[config.mk]
export PLATFORM = sky130hd
export DESIGN_NAME = shunt_power_monitor_average_flat
export DESIGN_NICKNAME = d
export VERILOG_FILES = /design/src/hw/rtl/spma_pkg.sv /design/src/hw/rtl/spma_stream_if.sv /design/src/hw/rtl/spma_div.sv /design/src/hw/rtl/shunt_power_monitor_average.sv /design/src/flat_wrapper.sv
export SDC_FILE = /design/constraint.sdc
export NUM_CORES = 2
export LEC_CHECK = 0
export BUFFER_PORTS_ARGS = -buffer_cell sky130_fd_sc_hd__clkbuf_2
export CAP_MARGIN = 25
export CORE_ASPECT_RATIO = 1.1
export CORE_MARGIN = 3
export CORE_UTILIZATION = 60
export CTS_CLUSTER_SIZE = 10
export DETAILED_ROUTE_END_ITERATION = 8
export MAX_ROUTING_LAYER = met4
export PLACE_DENSITY = 0.75
export SLEW_MARGIN = 30
export SYNTH_ARGS = -nofsm -noshare
export SYNTH_HDL_FRONTEND = slang
export SYNTH_SLANG_ARGS = --single-unit
[constraint.sdc]
create_clock -name clk -period 29 [get_ports clk]
set_input_delay 1.45 -clock clk [delete_from_list [all_inputs] [get_ports clk]]
set_output_delay 1.45 -clock clk [all_outputs]
set_load 0.01 [all_outputs]
[src/hw/rtl/spma_pkg.sv]
// ----------------------------------------------------------------------------
// spma_pkg: shared definitions of the shunt power monitor
// Widths, limits, register indexes, sequencer states and the divider
// request and response types used by the averaging block.
// ----------------------------------------------------------------------------
package spma_pkg;

	// window and value limits
	localparam int WINDOW_LEN   = 16;
	localparam int WARMUP_COUNT = 3;
	localparam int SAT_LIMIT    = 1000000;
	localparam int Q_FRAC       = 16;

	// field widths
	localparam int CODE_W  = 12;
	localparam int VAL_W   = 21;
	localparam int GAIN_W  = 32;
	localparam int POWER_W = 41;
	localparam int DIFF_W  = CODE_W + 1;

	// ring, count and running sum widths
	localparam int SLOT_W  = $clog2(WINDOW_LEN);
	localparam int CNT_W   = $clog2(WINDOW_LEN + 1);
	localparam int TOTAL_W = $clog2(WINDOW_LEN * SAT_LIMIT + 1) + 1;
	localparam int MAG_W   = TOTAL_W - 1;
	localparam int STEP_W  = $clog2(MAG_W + 1);

	// shared multiplier and scaling widths
	localparam int MUL_A_W = VAL_W;
	localparam int MUL_B_W = GAIN_W + 1;
	localparam int PROD_W  = MUL_A_W + MUL_B_W;
	localparam int RND_W   = PROD_W - Q_FRAC;
	localparam int SUM_W   = RND_W + 1;

	// configuration port
	localparam int CFG_IDX_W  = 3;
	localparam int CFG_DATA_W = 32;

	localparam logic [CFG_IDX_W-1:0] REG_ENABLE      = 3'd0;
	localparam logic [CFG_IDX_W-1:0] REG_VOLT_GAIN   = 3'd1;
	localparam logic [CFG_IDX_W-1:0] REG_VOLT_OFFSET = 3'd2;
	localparam logic [CFG_IDX_W-1:0] REG_BIAS        = 3'd3;
	localparam logic [CFG_IDX_W-1:0] REG_CUR_GAIN    = 3'd4;
	localparam logic [CFG_IDX_W-1:0] REG_CUR_OFFSET  = 3'd5;
	localparam logic [CFG_IDX_W-1:0] REG_CUR_ENABLE  = 3'd6;

	// reset values of the calibration registers
	localparam logic [GAIN_W-1:0]        VOLT_GAIN_RST = 32'd52818;
	localparam logic signed [GAIN_W-1:0] CUR_GAIN_RST  = 32'sd105636;

	typedef logic [CODE_W-1:0]         code_t;
	typedef logic signed [VAL_W-1:0]   val_t;
	typedef logic signed [POWER_W-1:0] power_t;

	// one ring entry holds both scaled samples
	typedef struct packed {
		val_t volt;
		val_t curr;
	} ring_word_t;

	typedef struct packed {
		logic                      start;
		logic signed [TOTAL_W-1:0] dividend;
		logic [CNT_W-1:0]          divisor;
	} div_req_t;

	typedef struct packed {
		logic                    done;
		logic signed [MAG_W:0]   quotient;
	} div_rsp_t;

	typedef enum logic [3:0] {
		S_IDLE,
		S_MULV,
		S_MULC,
		S_CUR,
		S_SUM,
		S_DIVV,
		S_WAITV,
		S_DIVC,
		S_WAITC,
		S_PWR,
		S_OUT
	} state_t;

	// clamp a widened sum to the +-SAT_LIMIT range
	function automatic val_t sat_val(logic signed [SUM_W-1:0] x);
		val_t r;
		if (x > SUM_W'(SAT_LIMIT)) begin
			r = VAL_W'(SAT_LIMIT);
		end else if (x < -SUM_W'(SAT_LIMIT)) begin
			r = -VAL_W'(SAT_LIMIT);
		end else begin
			r = VAL_W'(x);
		end
		return r;
	endfunction

endpackage

[src/hw/rtl/spma_stream_if.sv]
// ----------------------------------------------------------------------------
// spma_stream_if: sample and result channels of the power monitor
// Valid/ready channels; a transfer happens when valid and ready are high.
// ----------------------------------------------------------------------------
interface spma_sample_if
	import spma_pkg::*;
();
	logic  valid;
	logic  ready;
	code_t adc_code;

	modport source(output valid, output adc_code, input ready);
	modport sink(input valid, input adc_code, output ready);
endinterface

interface spma_result_if
	import spma_pkg::*;
();
	logic   valid;
	logic   ready;
	val_t   avg_voltage_mv;
	val_t   avg_current_ma;
	power_t power_uw;
	logic   window_full;

	modport source(output valid, output avg_voltage_mv, output avg_current_ma,
		output power_uw, output window_full, input ready);
	modport sink(input valid, input avg_voltage_mv, input avg_current_ma,
		input power_uw, input window_full, output ready);
endinterface

[src/hw/rtl/spma_div.sv]
// ----------------------------------------------------------------------------
// spma_div: serial signed divider by the window fill count
// Restoring division of a running sum by a small unsigned count, one
// quotient bit per cycle, quotient truncated toward zero.
// ----------------------------------------------------------------------------
module spma_div import spma_pkg::*; (
	input  logic     clk,
	input  logic     arst_n,
	input  div_req_t req,
	output div_rsp_t rsp
);

	logic [CNT_W:0]       rem_q;
	logic [MAG_W-1:0]     quo_q;
	logic [CNT_W-1:0]     dvs_q;
	logic                 neg_q;
	logic [STEP_W-1:0]    step_q;
	logic                 done_q;

	logic [TOTAL_W-1:0]   mag_full;
	logic [CNT_W:0]       rem_shift;
	logic [CNT_W+1:0]     trial;
	logic signed [MAG_W:0] quo_ext;

	// magnitude of the dividend
	assign mag_full = req.dividend[TOTAL_W-1] ? TOTAL_W'(-req.dividend)
		: TOTAL_W'(req.dividend);

	// shift one dividend bit into the remainder and try the subtract
	assign rem_shift = {rem_q[CNT_W-1:0], quo_q[MAG_W-1]};
	assign trial     = {1'b0, rem_shift} - {2'b00, dvs_q};

	// step counter and done pulse
	always_ff @(posedge clk or negedge arst_n) begin
		if (!arst_n) begin
			step_q <= '0;
			done_q <= 1'b0;
		end else if (req.start) begin
			step_q <= STEP_W'(MAG_W);
			done_q <= 1'b0;
		end else begin
			done_q <= (step_q == STEP_W'(1));
			if (step_q != '0) begin
				step_q <= step_q - STEP_W'(1);
			end
		end
	end

	// remainder and quotient shift register
	always_ff @(posedge clk) begin
		if (req.start) begin
			rem_q <= '0;
			quo_q <= mag_full[MAG_W-1:0];
			dvs_q <= req.divisor;
			neg_q <= req.dividend[TOTAL_W-1];
		end else if (step_q != '0) begin
			if (!trial[CNT_W+1]) begin
				rem_q <= trial[CNT_W:0];
			end else begin
				rem_q <= rem_shift;
			end
			quo_q <= {quo_q[MAG_W-2:0], ~trial[CNT_W+1]};
		end
	end

	// apply the sign of the dividend
	assign quo_ext      = signed'({1'b0, quo_q});
	assign rsp.done     = done_q;
	assign rsp.quotient = neg_q ? -quo_ext : quo_ext;

	assert property (@(posedge clk) disable iff (!arst_n)
		done_q |-> step_q == '0)
		else $error("divider done while steps remain");

	assert property (@(posedge clk) disable iff (!arst_n)
		(step_q == STEP_W'(1) && !req.start) |=> done_q)
		else $error("divider missed its done pulse");

	assert property (@(posedge clk) disable iff (!arst_n)
		req.start |=> step_q == STEP_W'(MAG_W))
		else $error("divider did not load its step count");

endmodule

[src/hw/rtl/shunt_power_monitor_average.sv]
// ----------------------------------------------------------------------------
// shunt_power_monitor_average: scaled voltage/current with boxcar averaging
// Scales each converter code to millivolts and milliamps, keeps both in a
// ring with running sums, and reports the window averages and their power.
// ----------------------------------------------------------------------------
//
//  channel   dir  handshake       payload
//  sample    in   valid / ready   adc_code
//  result    out  valid / ready   avg_voltage_mv, avg_current_ma, power_uw,
//                                 window_full
//  cfg       in   cfg_we          cfg_index, cfg_data
//
//  An enabled sample passes through the sequencer states in order: one
//  shared multiplier handles voltage, current and power, then the serial
//  divider runs once per average, one bit a cycle. During warm-up the
//  divider is skipped. With the block disabled a sample is taken and dropped.
//  Reset clears the ring logically through the wrap flag; no clearing pass.
//  A waiting result holds the sequencer in its last state; a new sample
//  is taken as soon as the result is moved to the output register.
//
module shunt_power_monitor_average import spma_pkg::*; (
	input  logic                  clk,
	input  logic                  arst_n,
	input  logic                  cfg_we,
	input  logic [CFG_IDX_W-1:0]  cfg_index,
	input  logic [CFG_DATA_W-1:0] cfg_data,
	spma_sample_if.sink           sample,
	spma_result_if.source         result
);

	localparam logic signed [PROD_W-1:0] RND_HALF = PROD_W'(1) << (Q_FRAC - 1);

	// configuration registers
	logic                      cfg_enable_q;
	logic [GAIN_W-1:0]         cfg_vgain_q;
	val_t                      cfg_voff_q;
	code_t                     cfg_bias_q;
	logic signed [GAIN_W-1:0]  cfg_cgain_q;
	val_t                      cfg_coff_q;
	logic                      cfg_cur_en_q;

	// sequencer and datapath
	state_t                    state_q, state_d;
	code_t                     code_q;
	logic signed [PROD_W-1:0]  prod_q;
	val_t                      v_q, c_q;
	val_t                      first_v_q, first_c_q;
	val_t                      av_q, ac_q;
	logic [SLOT_W-1:0]         slot_q;
	logic                      ring_wrapped_q;
	logic signed [TOTAL_W-1:0] volt_total_q, curr_total_q;
	logic                      warm_q;
	logic [CNT_W-1:0]          count_q;

	ring_word_t                ring_mem [WINDOW_LEN];
	ring_word_t                ring_rd_q;

	// output register
	logic                      out_valid_q;
	val_t                      out_v_q, out_c_q;
	power_t                    out_p_q;
	logic                      out_full_q;

	logic signed [MUL_A_W-1:0] mul_a;
	logic signed [MUL_B_W-1:0] mul_b;
	logic signed [PROD_W-1:0]  mul_p;
	logic signed [PROD_W-1:0]  prod_rnd;
	logic signed [SUM_W-1:0]   scaled_sum;
	logic signed [DIFF_W-1:0]  code_diff;
	logic                      in_xfer, out_xfer, out_load;
	logic [SLOT_W-1:0]         slot_nxt;
	logic                      wrap_nxt;
	ring_word_t                ring_old;
	div_req_t                  div_req;
	div_rsp_t                  div_rsp;

	assign in_xfer  = sample.valid && sample.ready;
	assign out_xfer = result.valid && result.ready;
	assign out_load = (state_q == S_OUT) && (!out_valid_q || result.ready);

	// register writes
	always_ff @(posedge clk or negedge arst_n) begin
		if (!arst_n) begin
			cfg_enable_q <= 1'b0;
			cfg_vgain_q  <= VOLT_GAIN_RST;
			cfg_voff_q   <= '0;
			cfg_bias_q   <= '0;
			cfg_cgain_q  <= CUR_GAIN_RST;
			cfg_coff_q   <= '0;
			cfg_cur_en_q <= 1'b1;
		end else if (cfg_we) begin
			unique case (cfg_index)
				REG_ENABLE:      cfg_enable_q <= cfg_data[0];
				REG_VOLT_GAIN:   cfg_vgain_q  <= cfg_data[GAIN_W-1:0];
				REG_VOLT_OFFSET: cfg_voff_q   <= signed'(cfg_data[VAL_W-1:0]);
				REG_BIAS:        cfg_bias_q   <= cfg_data[CODE_W-1:0];
				REG_CUR_GAIN:    cfg_cgain_q  <= signed'(cfg_data[GAIN_W-1:0]);
				REG_CUR_OFFSET:  cfg_coff_q   <= signed'(cfg_data[VAL_W-1:0]);
				REG_CUR_ENABLE:  cfg_cur_en_q <= cfg_data[0];
				default: begin
				end
			endcase
		end
	end

	// next state
	always_comb begin
		state_d = state_q;
		unique case (state_q)
			S_IDLE:  if (in_xfer && cfg_enable_q) state_d = S_MULV;
			S_MULV:  state_d = S_MULC;
			S_MULC:  state_d = S_CUR;
			S_CUR:   state_d = S_SUM;
			S_SUM:   state_d = S_DIVV;
			S_DIVV:  state_d = warm_q ? S_PWR : S_WAITV;
			S_WAITV: if (div_rsp.done) state_d = S_DIVC;
			S_DIVC:  state_d = S_WAITC;
			S_WAITC: if (div_rsp.done) state_d = S_PWR;
			S_PWR:   state_d = S_OUT;
			S_OUT:   if (out_load) state_d = S_IDLE;
			default: state_d = S_IDLE;
		endcase
	end

	// sequencer outputs: multiplier operands, divider request, ready
	always_comb begin
		mul_a            = '0;
		mul_b            = '0;
		div_req.start    = 1'b0;
		div_req.dividend = volt_total_q;
		div_req.divisor  = count_q;
		sample.ready     = 1'b0;
		unique case (state_q)
			S_IDLE: sample.ready = 1'b1;
			S_MULV: begin
				mul_a = MUL_A_W'({1'b0, code_q});
				mul_b = MUL_B_W'({1'b0, cfg_vgain_q});
			end
			S_MULC: begin
				mul_a = MUL_A_W'(code_diff);
				mul_b = MUL_B_W'(cfg_cgain_q);
			end
			S_DIVV: div_req.start = !warm_q;
			S_DIVC: begin
				div_req.start    = 1'b1;
				div_req.dividend = curr_total_q;
			end
			S_PWR: begin
				mul_a = av_q;
				mul_b = MUL_B_W'(ac_q);
			end
			default: begin
			end
		endcase
	end

	assign code_diff = signed'({1'b0, code_q}) - signed'({1'b0, cfg_bias_q});

	// shared multiplier
	assign mul_p = PROD_W'(mul_a) * PROD_W'(mul_b);

	// round the Q16 product to nearest and add the selected offset
	assign prod_rnd   = prod_q + RND_HALF;
	assign scaled_sum = SUM_W'(signed'(prod_rnd[PROD_W-1:Q_FRAC]))
		+ SUM_W'((state_q == S_MULC) ? cfg_voff_q : cfg_coff_q);

	// ring position after this write
	assign slot_nxt = (slot_q == SLOT_W'(WINDOW_LEN - 1)) ? '0 : slot_q + SLOT_W'(1);
	assign wrap_nxt = ring_wrapped_q || (slot_nxt == '0);

	// entries never written read as zero
	assign ring_old = ring_wrapped_q ? ring_rd_q : '0;

	// ring state and running sums
	always_ff @(posedge clk or negedge arst_n) begin
		if (!arst_n) begin
			state_q        <= S_IDLE;
			slot_q         <= '0;
			ring_wrapped_q <= 1'b0;
			volt_total_q   <= '0;
			curr_total_q   <= '0;
			warm_q         <= 1'b0;
		end else begin
			state_q <= state_d;
			if (state_q == S_SUM) begin
				volt_total_q   <= volt_total_q - TOTAL_W'(ring_old.volt) + TOTAL_W'(v_q);
				curr_total_q   <= curr_total_q - TOTAL_W'(ring_old.curr) + TOTAL_W'(c_q);
				slot_q         <= slot_nxt;
				ring_wrapped_q <= wrap_nxt;
				warm_q         <= !wrap_nxt && (slot_nxt < SLOT_W'(WARMUP_COUNT));
			end
		end
	end

	// ring memory: one write, one registered read
	always_ff @(posedge clk) begin
		if (state_q == S_SUM) begin
			ring_mem[slot_q] <= '{volt: v_q, curr: c_q};
		end
		ring_rd_q <= ring_mem[slot_q];
	end

	// datapath registers
	always_ff @(posedge clk) begin
		if (in_xfer) begin
			code_q <= sample.adc_code;
		end
		if (state_q == S_MULV || state_q == S_MULC || state_q == S_PWR) begin
			prod_q <= mul_p;
		end
		if (state_q == S_MULC) begin
			v_q <= sat_val(scaled_sum);
		end
		if (state_q == S_CUR) begin
			c_q <= cfg_cur_en_q ? sat_val(scaled_sum) : '0;
		end
		if (state_q == S_SUM) begin
			count_q <= wrap_nxt ? CNT_W'(WINDOW_LEN) : CNT_W'(slot_nxt);
			if (slot_q == '0) begin
				first_v_q <= v_q;
				first_c_q <= c_q;
			end
		end
		// warm-up: hold the first sample as the average
		if (state_q == S_DIVV && warm_q) begin
			av_q <= first_v_q;
			ac_q <= first_c_q;
		end
		if (state_q == S_WAITV && div_rsp.done) begin
			av_q <= VAL_W'(div_rsp.quotient);
		end
		if (state_q == S_WAITC && div_rsp.done) begin
			ac_q <= VAL_W'(div_rsp.quotient);
		end
		if (out_load) begin
			out_v_q    <= av_q;
			out_c_q    <= ac_q;
			out_p_q    <= prod_q[POWER_W-1:0];
			out_full_q <= ring_wrapped_q;
		end
	end

	// result valid: set on load, drop after transfer
	always_ff @(posedge clk or negedge arst_n) begin
		if (!arst_n) begin
			out_valid_q <= 1'b0;
		end else if (out_load) begin
			out_valid_q <= 1'b1;
		end else if (out_xfer) begin
			out_valid_q <= 1'b0;
		end
	end

	spma_div u_div (
		.clk    (clk),
		.arst_n (arst_n),
		.req    (div_req),
		.rsp    (div_rsp)
	);

	assign result.valid          = out_valid_q;
	assign result.avg_voltage_mv = out_v_q;
	assign result.avg_current_ma = out_c_q;
	assign result.power_uw       = out_p_q;
	assign result.window_full    = out_full_q;

	assert property (@(posedge clk) disable iff (!arst_n)
		!$fell(ring_wrapped_q))
		else $error("ring wrap flag cleared after being set");

	assert property (@(posedge clk) disable iff (!arst_n)
		warm_q |-> !ring_wrapped_q)
		else $error("warm-up flagged after the ring wrapped");

	assert property (@(posedge clk) disable iff (!arst_n)
		div_rsp.done |-> (state_q == S_WAITV || state_q == S_WAITC))
		else $error("divider finished outside a wait state");

	assert property (@(posedge clk) disable iff (!arst_n)
		(in_xfer && !cfg_enable_q) |=> state_q == S_IDLE)
		else $error("sample taken while disabled");

	assert property (@(posedge clk) disable iff (!arst_n)
		slot_q <= SLOT_W'(WINDOW_LEN - 1))
		else $error("write slot beyond the window");

endmodule

[src/flat_wrapper.sv]
// flat-port wrapper written by rule: the top's interface ports become plain ports
module shunt_power_monitor_average_flat import spma_pkg::*;
  (clk, arst_n, cfg_we, cfg_index, cfg_data, sample_valid, sample_adc_code, sample_ready, result_valid, result_avg_voltage_mv, result_avg_current_ma, result_power_uw, result_window_full, result_ready);
  spma_sample_if sample_i ();
  spma_result_if result_i ();
  input  logic clk;
  input  logic arst_n;
  input  logic cfg_we;
  input  logic [CFG_IDX_W-1:0] cfg_index;
  input  logic [CFG_DATA_W-1:0] cfg_data;
  input wire logic [$bits(sample_i.valid)-1:0] sample_valid;
  input wire logic [$bits(sample_i.adc_code)-1:0] sample_adc_code;
  output wire logic [$bits(sample_i.ready)-1:0] sample_ready;
  output wire logic [$bits(result_i.valid)-1:0] result_valid;
  output wire logic [$bits(result_i.avg_voltage_mv)-1:0] result_avg_voltage_mv;
  output wire logic [$bits(result_i.avg_current_ma)-1:0] result_avg_current_ma;
  output wire logic [$bits(result_i.power_uw)-1:0] result_power_uw;
  output wire logic [$bits(result_i.window_full)-1:0] result_window_full;
  input wire logic [$bits(result_i.ready)-1:0] result_ready;
  assign sample_i.valid = sample_valid;
  assign sample_i.adc_code = sample_adc_code;
  assign sample_ready = sample_i.ready;
  assign result_valid = result_i.valid;
  assign result_avg_voltage_mv = result_i.avg_voltage_mv;
  assign result_avg_current_ma = result_i.avg_current_ma;
  assign result_power_uw = result_i.power_uw;
  assign result_window_full = result_i.window_full;
  assign result_i.ready = result_ready;
  shunt_power_monitor_average u_core (.clk(clk), .arst_n(arst_n), .cfg_we(cfg_we), .cfg_index(cfg_index), .cfg_data(cfg_data), .sample(sample_i), .result(result_i));
endmodule
# After elaboration in Yosys (flattened, before gate mapping)
# Memories as Yosys holds them, arrays and structs flattened. A register that Yosys moved wholly into a read port is not among the register bits.
# Index checks and enable logic that the tools add are counted.
totals:
  memories: 1
  word_cells: 140
  output_inout_bits: 86
  regBits: 503
  ramBits: 672
op_classes:
  n_reduce_logical: 33
  n_addsub: 12
  bitwise_logic: 1
  eq_ne: 22
  n_mux: 33
  magnitude_cmp: 3
  mul: 1
mem_list:
  columns: ["memory", "depth", "word_bits", "read_ports", "rd_clocked_by_memory_dff", "wr", "line", "source"]
  rows:
  - ["u_core.ring_mem", 16, 42, 1, 1, 1, "shunt_power_monitor_average.sv:55", "ring_word_t ring_mem [WINDOW_LEN];"]
op_table:
  columns: ["operator", "count"]
  rows:
  - ["$mux 21", 7]
  - ["$pmux 33 s3", 1]
  - ["$mux 24", 3]
  - ["$pmux 21 s3", 1]
  - ["$add 54x17->54 const B", 1]
  - ["$mul 21x33->54", 1]
  - ["$add 25x21->25", 2]
  - ["$sub 25x21->25", 2]
  - ["$pmux 4 s11", 1]
  - ["$mux 42", 1]
  - ["$add 38x39->39", 1]
  - ["$gt 39x21->1 const B", 1]
  - ["$lt 39x21->1 const B", 1]
  - ["$mux 39", 1]
  - ["$mux 25", 1]
  - ["$mux 4", 6]
  - ["$neg 24->24", 1]
  - ["$neg 21->21", 1]
  - ["$mux 5", 4]
  - ["$eq 4x3->1 const B", 4]
  - ["$eq 4x4->1 const B", 4]
  - ["$reduce_and 2->1", 8]
  - ["$sub 12x12->13", 1]
  - ["$logic_not 4->1", 3]
  - ["other kinds (22)", 48]

# Depth between registers and ports, before layout
logic_depth:
  depth_word: 6
  ltp_mapped: 43
  depth_no_buf: 41

# Cells and area by module
# From an unflattened synthesis, not the netlist that was laid out.
unflattened:
  cells_unflattened: 6470
  hier_area_um2: 77563.1
by_module_without_submodules:
  columns: ["mod", "seq_area_each_um2", "area_each_um2", "n_inst", "cells_each"]
  rows:
  - ["shunt_power_monitor_average", 32747.7, 74764.2, 1, 6166]
  - ["spma_div", 1151.1, 2798.9, 1, 304]

# Worst setup path before layout
# OpenSTA, ideal clock, no wires.
synth_path:
  kind: "register to register"
  from: "reg u_core.code_q[0]"
  to: "reg u_core.prod_q[46], data pin"
  setup_slack_ps: 19417
  period_less_slack_ps: 9583
  stages_incl_launch_ff: 38
  arrival_ps: 9324
  t_required_ps: 28741
  setup_time_ps: 259
  path_cell_list: "edfxtp_1 > inv_1 > ha_1 > fa_1 > nor2b_1 > o21ai_0 > a21boi_0 > o21ai_0 > a21boi_0 > o21ai_0 > a21boi_0 > o21ai_0 > a21boi_0 > o21ai_1 > clkbuf_1 > a22oi_1 > clkbuf_1 > nor2_1 > [2 not listed] > fa_1 > fa_1 > fa_1 > fa_1 > inv_1 > fa_1 > inv_1 > ha_1 > nand4_1 > or2_2 > or4b_2 > nand4_1 > a22oi_1 > a31oi_1 > a41oi_1 > a31o_2 > o21ai_0 > xnor2_1"
synth_between:
  elab_chain_len: 3
synth_lines:
  columns: ["item", "line", "source"]
  rows:
  - ["start: declaration", "shunt_power_monitor_average.sv:44", "code_t code_q;"]
  - ["start signal: assignment", "shunt_power_monitor_average.sv:206", "code_q <= sample.adc_code;"]
  - ["$sub 12x12->13", "shunt_power_monitor_average.sv:157", "assign code_diff = signed'({1'b0, code_q}) - signed'({1'b0, cfg_bias_q});"]
  - ["$pmux 21 s3 (*)", "shunt_power_monitor_average.sv:133", "unique case (state_q)"]
  - ["$mul 21x33->54 (*)", "shunt_power_monitor_average.sv:160", "assign mul_p = PROD_W'(mul_a) * PROD_W'(mul_b);"]
  - ["via u_core.mul_p[46]", "shunt_power_monitor_average.sv:66", "logic signed [PROD_W-1:0] mul_p;"]
  - ["end signal: assignment", "shunt_power_monitor_average.sv:209", "prod_q <= mul_p;"]
  - ["end: declaration", "shunt_power_monitor_average.sv:45", "logic signed [PROD_W-1:0] prod_q;"]
# The timed path passes the listed nets; every way through them passes the cells marked *.
# A chain may end at the register's enable or synchronous reset.

# Final worst setup path
# Same ends and word-level chain as after synthesis.

==> impl_metrics.csv <==
group,metric,value,unit
synth,syn-cell-area,76780,sq um
floorplanning,die_w,347.1,microns
synth,yosys.area.top_type_share,36.80,%
synth,synthMostInstantiatedCell,"inv_1",
global_routing,grt_use_met1,44.55,%
clock_network,cts_htree_levels,4,
worst_setup_path,crit_family,"adder cells",
global_routing,grt.busiest_layer,"met2",
synth,synth_compound_area_share,6.173,%
timing,hold_viol,0,
worst_setup_path,cp.required,29500,ps
synth,synth_nets,7472,
synth,synth_common_cells,"inv_1, edfxtp_1, fa_1",
power_and_ir_drop,power.density,118.2,nW/um^2
timing,slew_headroom,23.22,%
synth,synth.distinct_cells,91,
worst_setup_path,start_kind,"flip-flop",
synth,synth-async-reset-ratio,15.91,%
worst_setup_path,slowest_stage,"or4b_2",
timing,finalMaxSlewViolations,0,
final_layout,fin_nets,7564,
clock_network,clk_pin_slew,60,ps
power_and_ir_drop,pwr-share-seq,26.6,%
synth,avgSynthCellArea,11.94,sq um
clock_network,cts_tree,"yes",
clock_network,insertion_delay,790,ps
placed_design,dpl-instance-area,79410,sq um
route,drtAntennaViolNets,0,
synth,yosysWarnings,0,
hold_path,hold_start,"u_core.count_q[4]",
hold_path,min-delay-path-class,"reg -> reg",
synth,synth_top_area_cell,"edfxtp_1",
final_layout,drive_above_1_share,12.43,%
global_routing,grt_max_degree,85,
clock_network,cts_buffers,138,
synth,synthFlopType,"edfxtp_1",
worst_setup_path,max_stage_delay,800,ps
power_and_ir_drop,peakVddDrop,0.08170,mV
synth,synth_fa_ha_area_share,23.33,%
worst_setup_path,path_max_fanout,29,
global_routing,grt_usage,36.82,%
power_and_ir_drop,swShare,46.79,%
timing,timing.fmax,87.91,MHz
timing,post-route-period-util,39.23,%
job,max_cap_viol_count,0,
worst_setup_path,r2r_start,"u_core.code_q[0]",
timing,worstMarginPinSlew,1144,ps
global_routing,antenna_found_initial,13,
floorplanning,die-area,132300,sq um
synth,synth_area_leaders,"edfxtp_1, fa_1, mux4_2",
timing,skew,50.63,ps
final_layout,instances_no_fill,8317,
timing,setup_viol,0,
final_layout,stdcell_area,83750,sq um
power_and_ir_drop,clockPowerShare,16.7,%
clock_network,max-clock-path-buffers,3,
power_and_ir_drop,leakage,35.10,nW
worst_setup_path,endpoint_kind,"flip-flop",
synth,synth-xor-area-share,2.396,%
clock_network,post_cts_buffers,0,
worst_setup_path,cp.arrival,11880,ps
timing,rsz0062_at_grt,"no",
synth,synth_cells,6431,
clock_network,clock-sinks,1175,
clock_network,postCtsHoldBufs,0,
floorplanning,initial_core_util,60.53,%
route,dr.pass1.iters,9,
timing,finalSetupTns,0,ps
route,post_drt_wl_per_cell,27.77,microns
route,via_per_inst,6.162,
synth,synth_edf_count,941,
power_and_ir_drop,power.internal,5.266,mW
worst_setup_path,crit_top_cell,"fa_1",
global_routing,grt_pass1_vias,53540,
floorplanning,rows,137,
placed_design,port_buffers,137,
status,outcome,"finished clean",
worst_setup_path,crit_start,"u_core.code_q[0]",
synth,ys_ff_latch,1175,
placed_design,hpwl,162100,microns
worst_setup_path,path_class,"reg -> reg",
route,drc,0,
synth,synth_mux_area_share,8.054,%
route,dr.first_iter.drc_count,5334,
placed_design,dp_cells,8051,
power_and_ir_drop,pwr-share-comb,56.7,%
timing,fin_crit,11380,ps
clock_network,ctsResizeCount,0,
placed_design,gp_congestion,1.009,
synth,yosysSeqAreaShare,44.15,%
global_routing,grt_util_met2,57.89,%
global_routing,use_met3,7.666,%
floorplanning,ioPinCount,138,
floorplanning,coreArea,126800,sq um
floorplanning,fp.dieH,381.2,microns
power_and_ir_drop,power.switching,4.631,mW
synth,yosys.area_share.simple,9.185,%
final_layout,area_growth,9.080,%
route,vias,51250,
clock_network,ctsRootBufferMaster,"clkbuf_16",
synth,synth_top_family_by_area,"adder cells",
global_routing,grt-ovfl-total,0,
route,routed_wl,230900,microns
global_routing,grt_pass1_wl,344800,microns
power_and_ir_drop,total_power,9.896,mW
worst_setup_path,path_buf_inv,7,
==> flip-flops by register name, summed over array words and instances (netlist names), 24 cells and up <==
signal / flops
u_core.u_div.quo_q: 24
u_core.curr_total_q: 25
u_core.ring_mem: 632
u_core.cfg_vgain_q: 32
u_core.prod_q: 54
u_core.volt_total_q: 25
u_core.result.power_uw: 41
u_core.ring_rd_q: 42
u_core.cfg_cgain_q: 32
==> worst register-to-register path, delay by kind of cell, from the launching register on <==
family                     cells  cell delay (ps)
adders and majority gates     10             4320
AOI/OAI and AO/OA             15             3870
and+or+nand+nor                6             1700
buffers and inverters          7              700
DFF                            1              400
xor gates and xnor gates       1              110
==> cell families (layout without fill, tap and decap cells) <==
kind of cell	count (synthesis)	in the layout
AOI/OAI and AO/OA	730	730
xor gates and xnor gates	210	210
adders and majority gates	989	989
buffers and inverters	1368	1575
DFF	1175	1175
muxes	340	340
other	0	11
and+or+nand+nor	1619	1619
==> through the flow <==
stage / setup WS [ps] / hold slack, ps / util [%]
final: 17620 / 416.6 / 66.02
after detailed placement: 17870 / 405.1 / 62.60
after global placement: 17350 / 401.1 / 62.55
after global routing: 16980 / 427.8 / 66.02
after CTS: 17820 / 419.0 / 65.99
after floorplan: 19420 / 400.3 / -
==> per-layer routing <==
layer  vias to the layer above  routed length (microns)
li1                      21650                        -
met1                     26170                    82510
met2                      2742                   110500
met3                       692                    21670
met4                         0                    16290
met5                         -                        0
==> power by group through the flow <==
stage                     clock network (mW)  registers (mW)  logic [mW]
final                                   1.65            2.63        5.61
after global routing                    1.73            2.65        6.12
after CTS                               1.67            2.62        5.54
after detailed placement                   0            2.64        5.44
after global placement                     0            2.63        5.37
after floorplan                            0            2.47        3.83
==> area by class of cell <==
cell class              instances  area (sq um)
multi-input cells            3888         37960
repair buffers                223          1349
clock inverters                18         380.4
inverters                    1097          4119
clock buffers                 237          3918
well taps                    1668          2087
diodes                         11         27.53
flip-flops and latches       1175         33910
fillers                      9274         43100
==> worst paths after layout <==
| check | endpoint | slack [ps] | depth (start not counted) |
|---|---|---|---|
| min reg2reg | u_core.u_div.dvs_q[4] | 420 | 0 |
| max | u_core.prod_q[46] | 17620 | 39 |
| max reg2reg | u_core.prod_q[46] | 17620 | 39 |
| max in group asynchronous | u_core.cfg_cgain_q[30] | 26390 | 3 |
| min in group asynchronous | u_core.ring_wrapped_q | 680 | 1 |
| min | u_core.u_div.dvs_q[4] | 420 | 0 |
==> placed cells by master, fill, tap and decap left out, drive strengths merged, types with 14 or more instances in the layout <==
cell type,count
nand2,716
o21ai,197
and2,97
a21oi,179
nor2b,27
o211ai,15
nand4,30
ha,251
o21bai,21
mux4,210
nand3,54
xnor2,132
nor3,45
buf,86
inv,1099
clkinv,16
a21o,53
dfxtp,47
o21a,33
a22oi,41
xor2,78
o31ai,29
fa,738
or3,18
clkbuf,374
a221o,14
and3,40
nand2b,33
a211oi,23
a31oi,30
dfrtp,170
edfxtp,941
mux2,122
dfstp,17
nor2,509
(Power assumes the default switching activity.)
